===== config.mk =====
export PLATFORM = sky130hd
export DESIGN_NAME = stable_priority_queue_flat
export DESIGN_NICKNAME = d
export VERILOG_FILES = /design/src/design/spq_pkg.sv /design/src/design/spq_if.sv /design/src/design/spq_ram.sv /design/src/design/stable_priority_queue.sv /design/src/flat_wrapper.sv
export SDC_FILE = /design/constraint.sdc
export NUM_CORES = 1
export LEC_CHECK = 0
export BUFFER_PORTS_ARGS = -buffer_cell sky130_fd_sc_hd__buf_2
export CAP_MARGIN = 5
export CORE_AREA = 2 2 193 195
export CTS_BUF_LIST = sky130_fd_sc_hd__clkbuf_4 sky130_fd_sc_hd__clkbuf_8
export CTS_CLUSTER_DIAMETER = 80
export DETAILED_ROUTE_END_ITERATION = 12
export DIE_AREA = 0 0 195 197
export PLACE_DENSITY = 0.73
export SLEW_MARGIN = 20
export SYNTH_ARGS = -nofsm -noshare
export SYNTH_HDL_FRONTEND = slang
export SYNTH_SLANG_ARGS = --single-unit

===== constraint.sdc =====
create_clock -name i_clk -period 3.16 [get_ports i_clk]
set_input_delay 0.158 -clock i_clk [delete_from_list [all_inputs] [get_ports i_clk]]
set_output_delay 0.158 -clock i_clk [all_outputs]
set_load 0.03 [all_outputs]

===== src/design/spq_pkg.sv =====
`timescale 1ns / 1ps

package spq_pkg;

    typedef enum logic {
        OP_INSERT = 1'b0,
        OP_REMOVE = 1'b1
    } t_op;

    typedef enum logic [1:0] {
        ST_DONE  = 2'd0,
        ST_FULL  = 2'd1,
        ST_EMPTY = 2'd2
    } t_status;

    typedef enum logic [2:0] {
        S_IDLE,
        S_SCAN,
        S_PUT,
        S_POP,
        S_DONE
    } t_state;

endpackage


===== src/design/spq_if.sv =====
`timescale 1ns / 1ps

interface spq_req_if import spq_pkg::*; #(
    parameter int PRIO_W = 8,
    parameter int PAY_W  = 16
);
    logic              valid;
    logic              ready;
    t_op               operation;
    logic [PRIO_W-1:0] priority_req;
    logic [PAY_W-1:0]  payload;

    modport source (output valid, output operation, output priority_req, output payload,
                    input ready);
    modport sink   (input valid, input operation, input priority_req, input payload,
                    output ready);
endinterface

interface spq_rsp_if import spq_pkg::*; #(
    parameter int PRIO_W = 8,
    parameter int PAY_W  = 16,
    parameter int CNT_W  = 5
);
    logic              valid;
    logic              ready;
    t_status           status;
    logic [PRIO_W-1:0] out_priority;
    logic [PAY_W-1:0]  out_payload;
    logic              is_empty;
    logic [CNT_W-1:0]  occupancy;

    modport source (output valid, output status, output out_priority, output out_payload,
                    output is_empty, output occupancy, input ready);
    modport sink   (input valid, input status, input out_priority, input out_payload,
                    input is_empty, input occupancy, output ready);
endinterface


===== src/design/spq_ram.sv =====
`timescale 1ns / 1ps

module spq_ram #(
    parameter int WIDTH = 24,
    parameter int DEPTH = 16
) (
    input  logic                     i_clk,
    input  logic                     i_we,
    input  logic [$clog2(DEPTH)-1:0] i_waddr,
    input  logic [WIDTH-1:0]         i_wdata,
    input  logic [$clog2(DEPTH)-1:0] i_raddr,
    output logic [WIDTH-1:0]         o_rdata
);

    logic [WIDTH-1:0] r_mem [DEPTH];
    logic [WIDTH-1:0] r_rdata;

    always_ff @(posedge i_clk) begin
        if (i_we) begin
            r_mem[i_waddr] <= i_wdata;
        end
        r_rdata <= r_mem[i_raddr];
    end

    assign o_rdata = r_rdata;

endmodule


===== src/design/stable_priority_queue.sv =====
`timescale 1ns / 1ps
// Insert: each entry of higher priority number is moved back one slot, one per cycle through
//   the single comparator and the RAM's read and write ports, before the new entry is written.
// Remove: one RAM read of the head. Dropped insert or empty remove goes straight to completion.
// A new request is accepted the cycle after the result is formed; the result register
//   holds it while the next request runs. One request at a time; a full output register stalls.
// Reset (synchronous, active low) empties the queue; slot RAM is not cleared.
module stable_priority_queue import spq_pkg::*; #(
    parameter int DEPTH         = 16,
    parameter int PRIORITY_BITS = 8,
    parameter int PAYLOAD_BITS  = 16
) (
    input  logic      i_clk,
    input  logic      i_rst_n,
    spq_req_if.sink   i_req,
    spq_rsp_if.source o_rsp
);

    localparam int IW = $clog2(DEPTH);
    localparam int CW = $clog2(DEPTH + 1);
    localparam int EW = PRIORITY_BITS + PAYLOAD_BITS;
    localparam logic [IW:0] LIM = (IW + 1)'(DEPTH);

    function automatic logic [IW-1:0] f_phys(input logic [IW-1:0] base,
                                             input logic [IW-1:0] ofs);
        logic [IW:0] sum;
        sum = {1'b0, base} + {1'b0, ofs};
        if (sum >= LIM) begin
            sum = sum - LIM;
        end
        return sum[IW-1:0];
    endfunction

    t_state                   r_state, n_state;
    logic [IW-1:0]            r_head, n_head;
    logic [CW-1:0]            r_count, n_count;
    logic [IW-1:0]            r_idx, n_idx;
    logic [PRIORITY_BITS-1:0] r_prio, n_prio;
    logic [PAYLOAD_BITS-1:0]  r_pay, n_pay;
    t_status                  r_status, n_status;
    logic [PRIORITY_BITS-1:0] r_res_prio, n_res_prio;
    logic [PAYLOAD_BITS-1:0]  r_res_pay, n_res_pay;
    logic                     r_out_valid, n_out_valid;
    t_status                  r_o_status, n_o_status;
    logic [PRIORITY_BITS-1:0] r_o_prio, n_o_prio;
    logic [PAYLOAD_BITS-1:0]  r_o_pay, n_o_pay;
    logic                     r_o_empty, n_o_empty;
    logic [CW-1:0]            r_o_count, n_o_count;

    logic                     req_acc;
    logic                     out_free;
    logic                     is_full;
    logic                     greater;
    logic                     ram_we;
    logic [IW-1:0]            ram_waddr;
    logic [EW-1:0]            ram_wdata;
    logic [IW-1:0]            ram_raddr;
    logic [EW-1:0]            ram_rdata;
    logic [PRIORITY_BITS-1:0] rd_prio;
    logic [PAYLOAD_BITS-1:0]  rd_pay;

    spq_ram #(
        .WIDTH (EW),
        .DEPTH (DEPTH)
    ) u_slots (
        .i_clk   (i_clk),
        .i_we    (ram_we),
        .i_waddr (ram_waddr),
        .i_wdata (ram_wdata),
        .i_raddr (ram_raddr),
        .o_rdata (ram_rdata)
    );

    assign rd_prio  = ram_rdata[EW-1:PAYLOAD_BITS];
    assign rd_pay   = ram_rdata[PAYLOAD_BITS-1:0];
    assign greater  = rd_prio > r_prio;
    assign is_full  = r_count == CW'(DEPTH);
    assign req_acc  = i_req.valid && i_req.ready;
    assign out_free = !r_out_valid || o_rsp.ready;

    assign i_req.ready        = r_state == S_IDLE;
    assign o_rsp.valid        = r_out_valid;
    assign o_rsp.status       = r_o_status;
    assign o_rsp.out_priority = r_o_prio;
    assign o_rsp.out_payload  = r_o_pay;
    assign o_rsp.is_empty     = r_o_empty;
    assign o_rsp.occupancy    = r_o_count;

    // next state
    always_comb begin
        n_state = r_state;
        case (r_state)
            S_IDLE: begin
                if (req_acc) begin
                    if (i_req.operation == OP_INSERT) begin
                        if (is_full) begin
                            n_state = S_DONE;
                        end else if (r_count == '0) begin
                            n_state = S_PUT;
                        end else begin
                            n_state = S_SCAN;
                        end
                    end else begin
                        n_state = (r_count == '0) ? S_DONE : S_POP;
                    end
                end
            end
            S_SCAN: begin
                if (!greater) begin
                    n_state = S_DONE;
                end else if (r_idx == IW'(1)) begin
                    n_state = S_PUT;
                end
            end
            S_PUT:  n_state = S_DONE;
            S_POP:  n_state = S_DONE;
            S_DONE: begin
                if (out_free) begin
                    n_state = S_IDLE;
                end
            end
            default: n_state = S_IDLE;
        endcase
    end

    // datapath and RAM control
    always_comb begin
        n_head      = r_head;
        n_count     = r_count;
        n_idx       = r_idx;
        n_prio      = r_prio;
        n_pay       = r_pay;
        n_status    = r_status;
        n_res_prio  = r_res_prio;
        n_res_pay   = r_res_pay;
        n_out_valid = r_out_valid && !o_rsp.ready;
        n_o_status  = r_o_status;
        n_o_prio    = r_o_prio;
        n_o_pay     = r_o_pay;
        n_o_empty   = r_o_empty;
        n_o_count   = r_o_count;
        ram_we      = 1'b0;
        ram_waddr   = f_phys(r_head, r_idx);
        ram_wdata   = {r_prio, r_pay};
        ram_raddr   = f_phys(r_head, r_idx - IW'(1));
        case (r_state)
            S_IDLE: begin
                if (i_req.operation == OP_REMOVE) begin
                    ram_raddr = r_head;
                end else begin
                    ram_raddr = f_phys(r_head, r_count[IW-1:0] - IW'(1));
                end
                if (req_acc) begin
                    n_prio     = i_req.priority_req;
                    n_pay      = i_req.payload;
                    n_idx      = r_count[IW-1:0];
                    n_res_prio = '0;
                    n_res_pay  = '0;
                    n_status   = ST_DONE;
                    if (i_req.operation == OP_INSERT && is_full) begin
                        n_status = ST_FULL;
                    end else if (i_req.operation == OP_REMOVE && r_count == '0) begin
                        n_status = ST_EMPTY;
                    end
                end
            end
            S_SCAN: begin
                ram_we = 1'b1;
                if (greater) begin
                    // move the later entry back one slot, fetch the one ahead of it
                    ram_wdata = ram_rdata;
                    n_idx     = r_idx - IW'(1);
                    ram_raddr = f_phys(r_head, r_idx - IW'(2));
                end else begin
                    n_count = r_count + CW'(1);
                end
            end
            S_PUT: begin
                ram_we  = 1'b1;
                n_count = r_count + CW'(1);
            end
            S_POP: begin
                n_res_prio = rd_prio;
                n_res_pay  = rd_pay;
                n_head     = (r_head == IW'(DEPTH - 1)) ? '0 : r_head + IW'(1);
                n_count    = r_count - CW'(1);
            end
            S_DONE: begin
                if (out_free) begin
                    n_out_valid = 1'b1;
                    n_o_status  = r_status;
                    n_o_prio    = r_res_prio;
                    n_o_pay     = r_res_pay;
                    n_o_empty   = r_count == '0;
                    n_o_count   = r_count;
                end
            end
            default: ;
        endcase
    end

    always_ff @(posedge i_clk) begin
        if (!i_rst_n) begin
            r_state     <= S_IDLE;
            r_head      <= '0;
            r_count     <= '0;
            r_out_valid <= 1'b0;
        end else begin
            r_state     <= n_state;
            r_head      <= n_head;
            r_count     <= n_count;
            r_out_valid <= n_out_valid;
        end
    end

    always_ff @(posedge i_clk) begin
        r_idx      <= n_idx;
        r_prio     <= n_prio;
        r_pay      <= n_pay;
        r_status   <= n_status;
        r_res_prio <= n_res_prio;
        r_res_pay  <= n_res_pay;
        r_o_status <= n_o_status;
        r_o_prio   <= n_o_prio;
        r_o_pay    <= n_o_pay;
        r_o_empty  <= n_o_empty;
        r_o_count  <= n_o_count;
    end

    a_count_bound: assert property (@(posedge i_clk) disable iff (!i_rst_n)
        r_count <= CW'(DEPTH))
        else $error("occupancy above depth");

    a_count_hold_idle: assert property (@(posedge i_clk) disable iff (!i_rst_n)
        r_state == S_IDLE |=> $stable(r_count))
        else $error("occupancy changed while idle");

    a_empty_remove: assert property (@(posedge i_clk) disable iff (!i_rst_n)
        req_acc && i_req.operation == OP_REMOVE && r_count == '0
        |=> r_state == S_DONE && r_status == ST_EMPTY)
        else $error("remove on empty queue not flagged");

    a_scan_index: assert property (@(posedge i_clk) disable iff (!i_rst_n)
        r_state == S_SCAN |-> r_idx != '0)
        else $error("scan past head slot");

    a_result_from_done: assert property (@(posedge i_clk) disable iff (!i_rst_n)
        $rose(r_out_valid) |-> $past(r_state) == S_DONE)
        else $error("result raised outside completion");

endmodule

===== src/flat_wrapper.sv =====
// flat-port wrapper written by rule: the top's interface ports become plain ports
module stable_priority_queue_flat import spq_pkg::*;
#(
    parameter int DEPTH         = 16,
    parameter int PRIORITY_BITS = 8,
    parameter int PAYLOAD_BITS  = 16
)
  (i_clk, i_rst_n, i_req_valid, i_req_operation, i_req_priority_req, i_req_payload, i_req_ready, o_rsp_valid, o_rsp_status, o_rsp_out_priority, o_rsp_out_payload, o_rsp_is_empty, o_rsp_occupancy, o_rsp_ready);
  spq_req_if i_req_i ();
  spq_rsp_if o_rsp_i ();
  input  logic i_clk;
  input  logic i_rst_n;
  input wire logic [$bits(i_req_i.valid)-1:0] i_req_valid;
  input wire logic [$bits(i_req_i.operation)-1:0] i_req_operation;
  input wire logic [$bits(i_req_i.priority_req)-1:0] i_req_priority_req;
  input wire logic [$bits(i_req_i.payload)-1:0] i_req_payload;
  output wire logic [$bits(i_req_i.ready)-1:0] i_req_ready;
  output wire logic [$bits(o_rsp_i.valid)-1:0] o_rsp_valid;
  output wire logic [$bits(o_rsp_i.status)-1:0] o_rsp_status;
  output wire logic [$bits(o_rsp_i.out_priority)-1:0] o_rsp_out_priority;
  output wire logic [$bits(o_rsp_i.out_payload)-1:0] o_rsp_out_payload;
  output wire logic [$bits(o_rsp_i.is_empty)-1:0] o_rsp_is_empty;
  output wire logic [$bits(o_rsp_i.occupancy)-1:0] o_rsp_occupancy;
  input wire logic [$bits(o_rsp_i.ready)-1:0] o_rsp_ready;
  assign i_req_i.valid = i_req_valid;
  assign i_req_i.operation = i_req_operation;
  assign i_req_i.priority_req = i_req_priority_req;
  assign i_req_i.payload = i_req_payload;
  assign i_req_ready = i_req_i.ready;
  assign o_rsp_valid = o_rsp_i.valid;
  assign o_rsp_status = o_rsp_i.status;
  assign o_rsp_out_priority = o_rsp_i.out_priority;
  assign o_rsp_out_payload = o_rsp_i.out_payload;
  assign o_rsp_is_empty = o_rsp_i.is_empty;
  assign o_rsp_occupancy = o_rsp_i.occupancy;
  assign o_rsp_i.ready = o_rsp_ready;
  stable_priority_queue #(.DEPTH(DEPTH), .PRIORITY_BITS(PRIORITY_BITS), .PAYLOAD_BITS(PAYLOAD_BITS)) u_core (.i_clk(i_clk), .i_rst_n(i_rst_n), .i_req(i_req_i), .o_rsp(o_rsp_i));
endmodule

==> impl_metrics.tcl, run 1 <==
set metrics [dict create \
    outcome "finished with violations" \
    violations "setup timing" \
    crit_required_ns 3.61 \
    cts.sinks 507 \
    area_growth_pct 20.0 \
    wl_met1_um 21000 \
    reg2reg_to "u_core.u_slots.o_rdata[9]" \
    io_buffer_count 62 \
    dp_hpwl_um 30800 \
    cts-root-buf "clkbuf_8" \
    synth_nets 1466 \
    fp.dieArea_um2 38400 \
    ff2ff_setup_slack_ns -0.04 \
    grtUsageTotal 0.269 \
    ir_worst_vdd_v 0.000732 \
    ys_ff_latch 507 \
    wirelength_um 52700 \
    core-area_um2 36300 \
    layout-drive-gt1-share 0.250 \
    cts_made_buffers 78 \
    cts_tree "built" \
    syn_inst 1403 \
    wl_met3_um 4880 \
    clk_path_buf_depth 3 \
    p_per_area_nw_per_um2 1110 \
    final_common_cell "edfxtp_1" \
    fin_tns_setup_ns -0.0406 \
    first_iter_violations 1569 \
    start_kind "register" \
    relSlewSlack 0.489 \
    n_antenna_cell 0 \
    hp-class "in -> reg" \
    routed.top_layer "met4" \
    fill_cells 2300 \
    setup_ws_ns -0.0406 \
    timing.hold.ws_ns 0.0380 \
    ios 63 \
    grt_pass1_wl_um 76900 \
    crit-reg2reg-launch "u_core.r_count[0]" \
    viasPerCell 6.26 \
    reg2regPathDepth 13 \
    synth-main-ff-cell "edfxtp_1" \
    p_leak_nw 8.90 \
    synthDistinctLibCells 70 \
    grt_pass1_vias 13100 \
    cts.clk_slew.worst_paths_ns 0.06 \
    final_cell_mix "edfxtp_1, nand2_1, clkbuf_8" \
    period_share 1.01 \
    finClkSkew_ns 0.0300 \
    clk_latency_ns 0.63 \
    yosysSeqAreaShare 0.712 \
    initial_core_util 0.575 \
    slew_viol_final 0 \
    fin_nets 1672 \
    maxCapViolCount 0 \
    critPathArrivalTime_ns 3.65 \
    fmax_ghz 0.312 \
    hold_viol_final 0 \
    postRouteAntennaNets 0 \
    synthArstFlopShare 0 \
    met2_length_um 25000 \
    drcViolationCount 0 \
    gp_congestion 0.826 \
    min_period_ns 3.20 \
    netlist_area_um2 20900 \
    tightest_slew_ns 0.758 \
    avgSynthCellArea_um2 14.9 \
    setup_viol_count_final 1 \
    cp_max_fo 9 \
    ys_warn_count 0 \
    hold_end "u_core.r_state[0]" \
    num_rows 70 \
    synth_edf_count 470 \
    critPathKind "reg -> reg" \
    dieWidth_um 195 \
    firstDrtPassIters 5 \
    rsz0062_at_grt "true" \
    wl_per_cell_um 24.6 \
    grt_overflow_total 0 \
    end_kind "register" \
    min-delay-start "i_req_valid" \
    htree_levels 3 \
    grt_max_degree 49 \
    num_vias 13400 \
    antenna_found_initial 0 \
    die_h_um 197 \
    hold_depth 4 \
]
==> final cells by class <==
cell class                      instances  area, µm²  share of cell area
Clock buffer                          127       1530              0.0611
Sequential cell                       507      14900               0.594
Inverter                               24       92.6             0.00370
Tap cell                              468        586              0.0234
Multi-Input combinational cell        778       5750               0.230
Clock inverter                         15        125             0.00500
Timing Repair Buffer                  220       2090              0.0835
==> cells in the mapped netlist, types with 7 or more instances <==
cell type,number,area [µm²]
nor3_1,28,140
clkbuf_1,53,199
nand2_1,112,420
a21oi_1,65,325
nand3_1,29,145
a32oi_1,25,219
dfxtp_1,37,741
xor2_1,9,78.8
buf_6,7,78.8
ha_1,29,363
xnor2_1,16,140
buf_2,24,120
nand4b_1,24,210
inv_1,24,90.1
a221oi_1,24,210
edfxtp_1,470,14100
nor4b_1,24,210
and2_1,29,181
a211oi_1,24,180
o32a_1,24,240
nor2_1,32,120
a211o_1,24,210
o21ai_1,9,45.0
o21ai_0,82,410
and3_1,25,156
mux2i_1,73,731
==> worst max-delay path by stage <==
stage | from | end | slack (ns) | cells past startpoint
global route | u_core.r_count[0] | u_core.u_slots.o_rdata[9] | -0.14 | 14
CTS | u_core.r_count[0] | u_core.u_slots.o_rdata[9] | 0.002 | 13
finish | u_core.r_count[0] | u_core.u_slots.o_rdata[9] | -0.04 | 13
floorplan | u_core.r_head[0] | u_core.u_slots.r_mem[11][0] | 0.04 | 5
global placement | u_core.r_count[0] | u_core.u_slots.o_rdata[9] | 0.007 | 13
detailed placement | u_core.r_count[0] | u_core.u_slots.o_rdata[21] | -0.06 | 14
==> power breakdown <==
group	switching (mW)	internal (mW)
Clock	2.46	3.15
Sequential	0.415	8.84
Combinational	7.74	5.19
Total	10.6	17.2
==> registers in the layout, indices dropped and copies added, names as in the netlist, 2 cells and up <==
| register | flops |
|---|---|
| u_core.u_slots.r_mem | 384 |
| u_core.r_head | 4 |
| u_core.o_rsp.occupancy | 5 |
| u_core.r_pay | 16 |
| u_core.o_rsp.out_priority | 8 |
| u_core.o_rsp.status | 2 |
| u_core.r_prio | 8 |
| u_core.r_count | 5 |
| u_core.r_res_pay | 16 |
| u_core.r_status | 2 |
| u_core.r_idx | 4 |
| u_core.r_state | 3 |
| u_core.r_res_prio | 8 |
| u_core.o_rsp.out_payload | 16 |
| u_core.u_slots.o_rdata | 24 |
==> timing repair <==
item / CTS / global route
pin swaps: 2 / 20
hold buffers: 26 / 0
gates cloned: 0 / 5
buffers inserted: 1 / 10
endpoints found under the hold margin: 37 / 0
endpoints found under the setup margin: 13 / 40
gates resized for setup: 4 / 67
==> through the flow <==
stage               utilization  power [mW]  instances  setup WS (ns)  area [µm²]
finish                    0.690        27.8       2139        -0.0406       25000
global route              0.690        28.9       2139         -0.140       25000
CTS                       0.677        26.4       2124        0.00226       24500
detailed placement        0.623        20.8       1955        -0.0618       22600
global placement          0.623        20.5       1955        0.00674       22600
floorplan                     -        16.4       1403         0.0388       20900
==> kinds of logic (layout without fill, tap and decap cells) <==
| logic type | count (synthesis) | after routing | share of synthesized area |
|---|---|---|---|
| flip-flops | 507 | 507 | 0.712 |
| AO/OA/AOI/OAI | 310 | 310 | 0.103 |
| adder cells (fa/ha/maj) | 34 | 34 | 0.0222 |
| XOR/XNOR | 26 | 26 | 0.0113 |
| buffers and inverters | 118 | 386 | 0.0268 |
| AND/OR/NAND/NOR | 333 | 333 | 0.0887 |
| multiplexers | 75 | 75 | 0.0361 |
==> routing by layer <==
metal	vias to the layer above	GRT usage
met5	-	0
met2	732	0.435
li1	5883	-
met3	150	0.0525
met4	0	0.118
met1	6629	0.358
==> worst max-delay path: stages (launching register included) <==
cell	delay, ns
dfxtp_2	0.35
inv_4	0.05
ha_1	0.32
fa_1	0.44
or2_2	0.30
a21boi_2	0.16
nor2_1	0.09
and3_1	0.22
nor2_4	0.14
buf_12	0.18
buf_16	0.15
mux2i_1	0.23
a221oi_1	0.12
nand4b_1	0.27
(Power assumes the default switching activity.)
==> run 2: changes to the inputs <==
Settings changed: CORE_AREA 2 2 193 195 to 2 2 219 221, DIE_AREA 0 0 195 197 to 0 0 221 223, PLACE_DENSITY 0.73 to 0.59.
==> run 2 against run 1 <==
The flow now finishes without violations; clock skew decreased by 0.0057 ns; sequential power about the same; clock power fell by 5.7%; setup slack improved by 0.10 ns.
==> impl_metrics.tcl, run 2 (synthesized netlist as in run 1, its figures left out) <==
set metrics [dict create \
    tightest_slew_ns 0.675 \
    cts.sinks 507 \
    path_cells "inv_2 -> ha_2 -> inv_1 -> fa_1 -> nor2_1 -> nor2_2 -> and3_4 -> nor2_4 -> buf_12 -> buf_12 -> clkbuf_16 -> buf_4 -> a211o_1 -> a32oi_2 -> nand4b_1" \
    setup_viol_count_final 0 \
    area_growth_pct 19.9 \
    end_kind "register" \
    endpoint "u_core.u_slots.o_rdata[15]" \
    p_per_area_nw_per_um2 1090 \
    fp.dieArea_um2 49300 \
    ff2ff_setup_slack_ns 0.06 \
    multi_input_area_um2 5730 \
    firstDrtPassIters 5 \
    hp-class "in -> reg" \
    slowest_delay_ns 0.50 \
    htree_levels 3 \
    power_mw 27.2 \
    largest_register_ffs 384 \
    grtUsageTotal 0.215 \
    num_rows 80 \
    cp_max_fo 10 \
    cpMostUsedCell "buf_12" \
    cts_made_buffers 81 \
    reg2regPathDepth 15 \
    fill_cells 3853 \
    hold_viol_final 0 \
    final_common_cell "edfxtp_1" \
    num_vias 12900 \
    wirelength_um 53500 \
    crit_slowest_cell "fa_1" \
    p_leak_nw 8.80 \
    postRouteAntennaNets 0 \
    crit_required_ns 3.66 \
    viasPerCell 5.62 \
    critPathBufInv 6 \
    final_cell_mix "edfxtp_1, nand2_1, clkbuf_8" \
    start_kind "register" \
    grt_pass1_wl_um 79800 \
    n_antenna_cell 0 \
    ir_worst_vdd_v 0.000705 \
    ios 63 \
    fmax_ghz 0.323 \
    regArea_um2 14900 \
    relSlewSlack 0.549 \
    gp_congestion 0.780 \
    clk_path_buf_depth 3 \
    finClkSkew_ns 0.0243 \
    fin_nets 1673 \
    wl_per_cell_um 23.4 \
    initial_core_util 0.442 \
    crit-reg2reg-launch "u_core.r_idx[0]" \
    period_share 0.980 \
    dp_hpwl_um 32300 \
    dpl.cell_count 2104 \
    slew_viol_final 0 \
    cts_tree "built" \
    setup_ws_ns 0.0632 \
    final_cells 2288 \
    grt_max_degree 49 \
    layout-drive-gt1-share 0.237 \
    rsz0062_at_grt "true" \
    cts.clk_slew.worst_paths_ns 0.06 \
    critPathArrivalTime_ns 3.60 \
    maxCapViolCount 0 \
    place_area_um2 22800 \
    grt_pass1_vias 13000 \
    path_delay_family "buffers and inverters" \
    critPathLaunch "u_core.r_idx[0]" \
    drcViolationCount 0 \
    post-place-ws_ns -0.00732 \
    grt_overflow_total 0 \
    critPathKind "reg -> reg" \
    regMostFlops "u_core.u_slots.r_mem" \
    path_depth 15 \
    dieWidth_um 221 \
    antenna_found_initial 0 \
    io_buffer_count 62 \
    outcome "finished, final reports clean" \
    clk_latency_ns 0.65 \
    reg2reg_to "u_core.u_slots.o_rdata[15]" \
    die_h_um 223 \
    first_iter_violations 1215 \
    min_period_ns 3.10 \
    design_area_um2 25000 \
    cts-root-buf "clkbuf_8" \
    core-area_um2 47100 \
]
## run 2: cell type report
type                       instances  area share
multi-input combinational        778       0.229
timing repair buffer             218      0.0819
inverter                          24     0.00360
clock inverter                    37     0.00700
tap                              615      0.0308
clock buffer                     109      0.0540
sequential                       507       0.594
## run 2: how the worst min path moves through the flow
stage | from | cells after the start | end | slack (ns)
final | i_req_payload[4] | 2 | u_core.r_pay[4] | 0.22
after global routing | i_req_payload[8] | 2 | u_core.r_pay[8] | 0.20
after CTS | i_req_payload[12] | 2 | u_core.r_pay[12] | 0.17
after detailed placement | i_req_payload[4] | 1 | u_core.r_pay[4] | 0.34
after global placement | i_req_payload[4] | 1 | u_core.r_pay[4] | 0.33
after floorplan | i_req_payload[0] | 0 | u_core.r_pay[0] | 0.26
## run 2: where the power goes
| group | switching, mW | internal [mW] | total [mW] |
|---|---|---|---|
| Clock | 2.50 | 2.79 | 5.29 |
| Combinational | 7.59 | 5.07 | 12.7 |
| Sequential | 0.428 | 8.84 | 9.27 |
## run 2: metrics by stage
step,util,hold WS [ns],TNS (ns)
floorplan,-,0.257,0
global placement,0.484,0.334,0
detailed placement,0.484,0.337,-0.00917
CTS,0.522,0.169,0
global route,0.531,0.202,-1.14
finish,0.531,0.218,0
## run 2: timing repair
action                                  in CTS  in global routing
endpoints found under the hold margin       39                  0
endpoints found under the setup margin       2                 90
resized for setup                            2                 60
hold buffers                                28                  0
cloned                                       0                  4
setup buffers                                0                  6
pin swaps                                    0                  9
## run 2: layer usage
layer  routed length [µm]  track usage
met1                23000        0.288
met2                25600        0.353
met3                 3590       0.0394
met4                 1290       0.0734
met5                    0            0
==> run 3: changes to the inputs <==
Settings changed: CAP_MARGIN 5 to 20, CORE_AREA 2 2 219 221 to 2 2 208 210, DIE_AREA 0 0 221 223 to 0 0 210 212, PLACE_DENSITY 0.59 to 0.64.
==> run 3 against run 2 <==
Cell area is 1.4% higher; utilization up 6.6 points; clock power up 12%; worst hold slack better by 0.0012 ns; critical endpoint is now u_core.u_slots.o_rdata[16]; die area down 9.7%; final cell count down 1.6%.
==> impl_metrics.tcl, run 3 (synthesized netlist as in run 1, its figures left out) <==
set metrics [dict create \
    rsz0062_at_grt "true" \
    outcome "finished, final reports clean" \
    cts-root-buf "clkbuf_8" \
    slew_viol_final 0 \
    ios 63 \
    area_growth_pct 21.7 \
    cts.sinks 507 \
    cts_made_buffers 82 \
    antenna_found_initial 1 \
    maxCapViolCount 0 \
    start_kind "register" \
    design_area_um2 25400 \
    hp-class "in -> reg" \
    p_per_area_nw_per_um2 1110 \
    io_buffer_count 62 \
    setup_ws_ns 0.101 \
    dpl.cell_count 2058 \
    dp_hpwl_um 31700 \
    grt_max_degree 49 \
    dieWidth_um 210 \
    clk_path_buf_depth 3 \
    hold_depth 2 \
    num_rows 76 \
    wirelength_um 54600 \
    viasPerCell 5.92 \
    final_core_util 0.597 \
    die_h_um 212 \
    fmax_ghz 0.327 \
    grt_overflow_total 0 \
    wl_per_cell_um 24.2 \
    fin_nets 1701 \
    period_share 0.968 \
    first_iter_violations 1466 \
    cts.clk_slew.worst_paths_ns 0.06 \
    drcViolationCount 0 \
    timing.hold.ws_ns 0.219 \
    critPathArrivalTime_ns 3.56 \
    hold_viol_final 0 \
    critPathKind "reg -> reg" \
    final_cells 2252 \
    htree_levels 3 \
    fp.dieArea_um2 44500 \
    final_cell_mix "edfxtp_1, nand2_1, buf_4" \
    min_period_ns 3.06 \
    relSlewSlack 0.343 \
    grt_pass1_vias 13100 \
    cts_tree "built" \
    end_kind "register" \
    place_area_um2 22800 \
    largest_register_ffs 384 \
    num_vias 13300 \
    grt_pass1_wl_um 80400 \
    regMostFlops "u_core.u_slots.r_mem" \
    core-area_um2 42500 \
    crit_required_ns 3.66 \
    tightest_slew_ns 0.975 \
    initial_core_util 0.491 \
    firstDrtPassIters 5 \
    ir_worst_vdd_v 0.000691 \
    finClkSkew_ns 0.0260 \
    final_common_cell "edfxtp_1" \
    grtUsageTotal 0.244 \
    postRouteAntennaNets 0 \
    cp_max_fo 9 \
    layout-drive-gt1-share 0.260 \
    gp_congestion 0.799 \
    power_mw 28.3 \
    p_leak_nw 9.05 \
    reg2regPathDepth 14 \
    n_antenna_cell 0 \
    clk_latency_ns 0.65 \
    setup_viol_count_final 0 \
    fin_tns_setup_ns 0 \
    post-place-ws_ns -0.225 \
]
## run 3: repair_timing
item / 4_1_cts / 5_1_grt
gates cloned: 3 / 2
setup endpoints to repair: 24 / 24
hold buffers: 29 / 0
hold endpoints to repair: 39 / 0
pin swaps: 5 / 14
buffers inserted: 6 / 3
resized for setup: 33 / 54
## run 3: final cells by class
class / count / area [µm²]
tap: 546 / 683
fill: 3208 / 17100
inverter: 24 / 92.6
clock buffer: 114 / 1400
clock inverter: 38 / 340
timing repair buffer: 245 / 2270
sequential: 507 / 14900
multi-input combinational: 778 / 5730
## run 3: metal layers
layer | track usage | wire, µm | up-vias | part of all wire
li1 | - | - | 5951 | -
met1 | 0.324 | 22700 | 6654 | 0.42
met2 | 0.401 | 25800 | 606 | 0.47
met3 | 0.0516 | 4610 | 108 | 0.084
met4 | 0.0878 | 1430 | 2 | 0.026
met5 | 0 | 9 | - | 0.00016
## run 3: worst max-delay path: stages, from the launching register on
cell      delay, ns
dfxtp_2        0.35
inv_4          0.05
ha_1           0.20
xor2_1         0.16
ha_1           0.35
a21oi_2        0.16
and3b_1        0.17
mux2i_1        0.08
xnor2_1        0.18
a221oi_4       0.34
buf_6          0.22
or3_4          0.19
buf_6          0.16
o32a_1         0.19
nand4b_1       0.11
## run 3: final timing paths
path | slack [ns] | from | end
setup / recovery | 0.10 | u_core.r_count[0] | u_core.u_slots.o_rdata[16]
hold / removal | 0.22 | i_req_payload[6] | u_core.r_pay[6]
hold reg to reg | 0.41 | u_core.r_res_prio[7] | u_core.o_rsp.out_priority[7]
setup reg to reg | 0.10 | u_core.r_count[0] | u_core.u_slots.o_rdata[16]
## run 3: where the power goes
| group | internal (mW) | switching, mW |
|---|---|---|
| clock network | 3.31 | 2.59 |
| registers | 8.84 | 0.396 |
| logic | 5.26 | 7.88 |
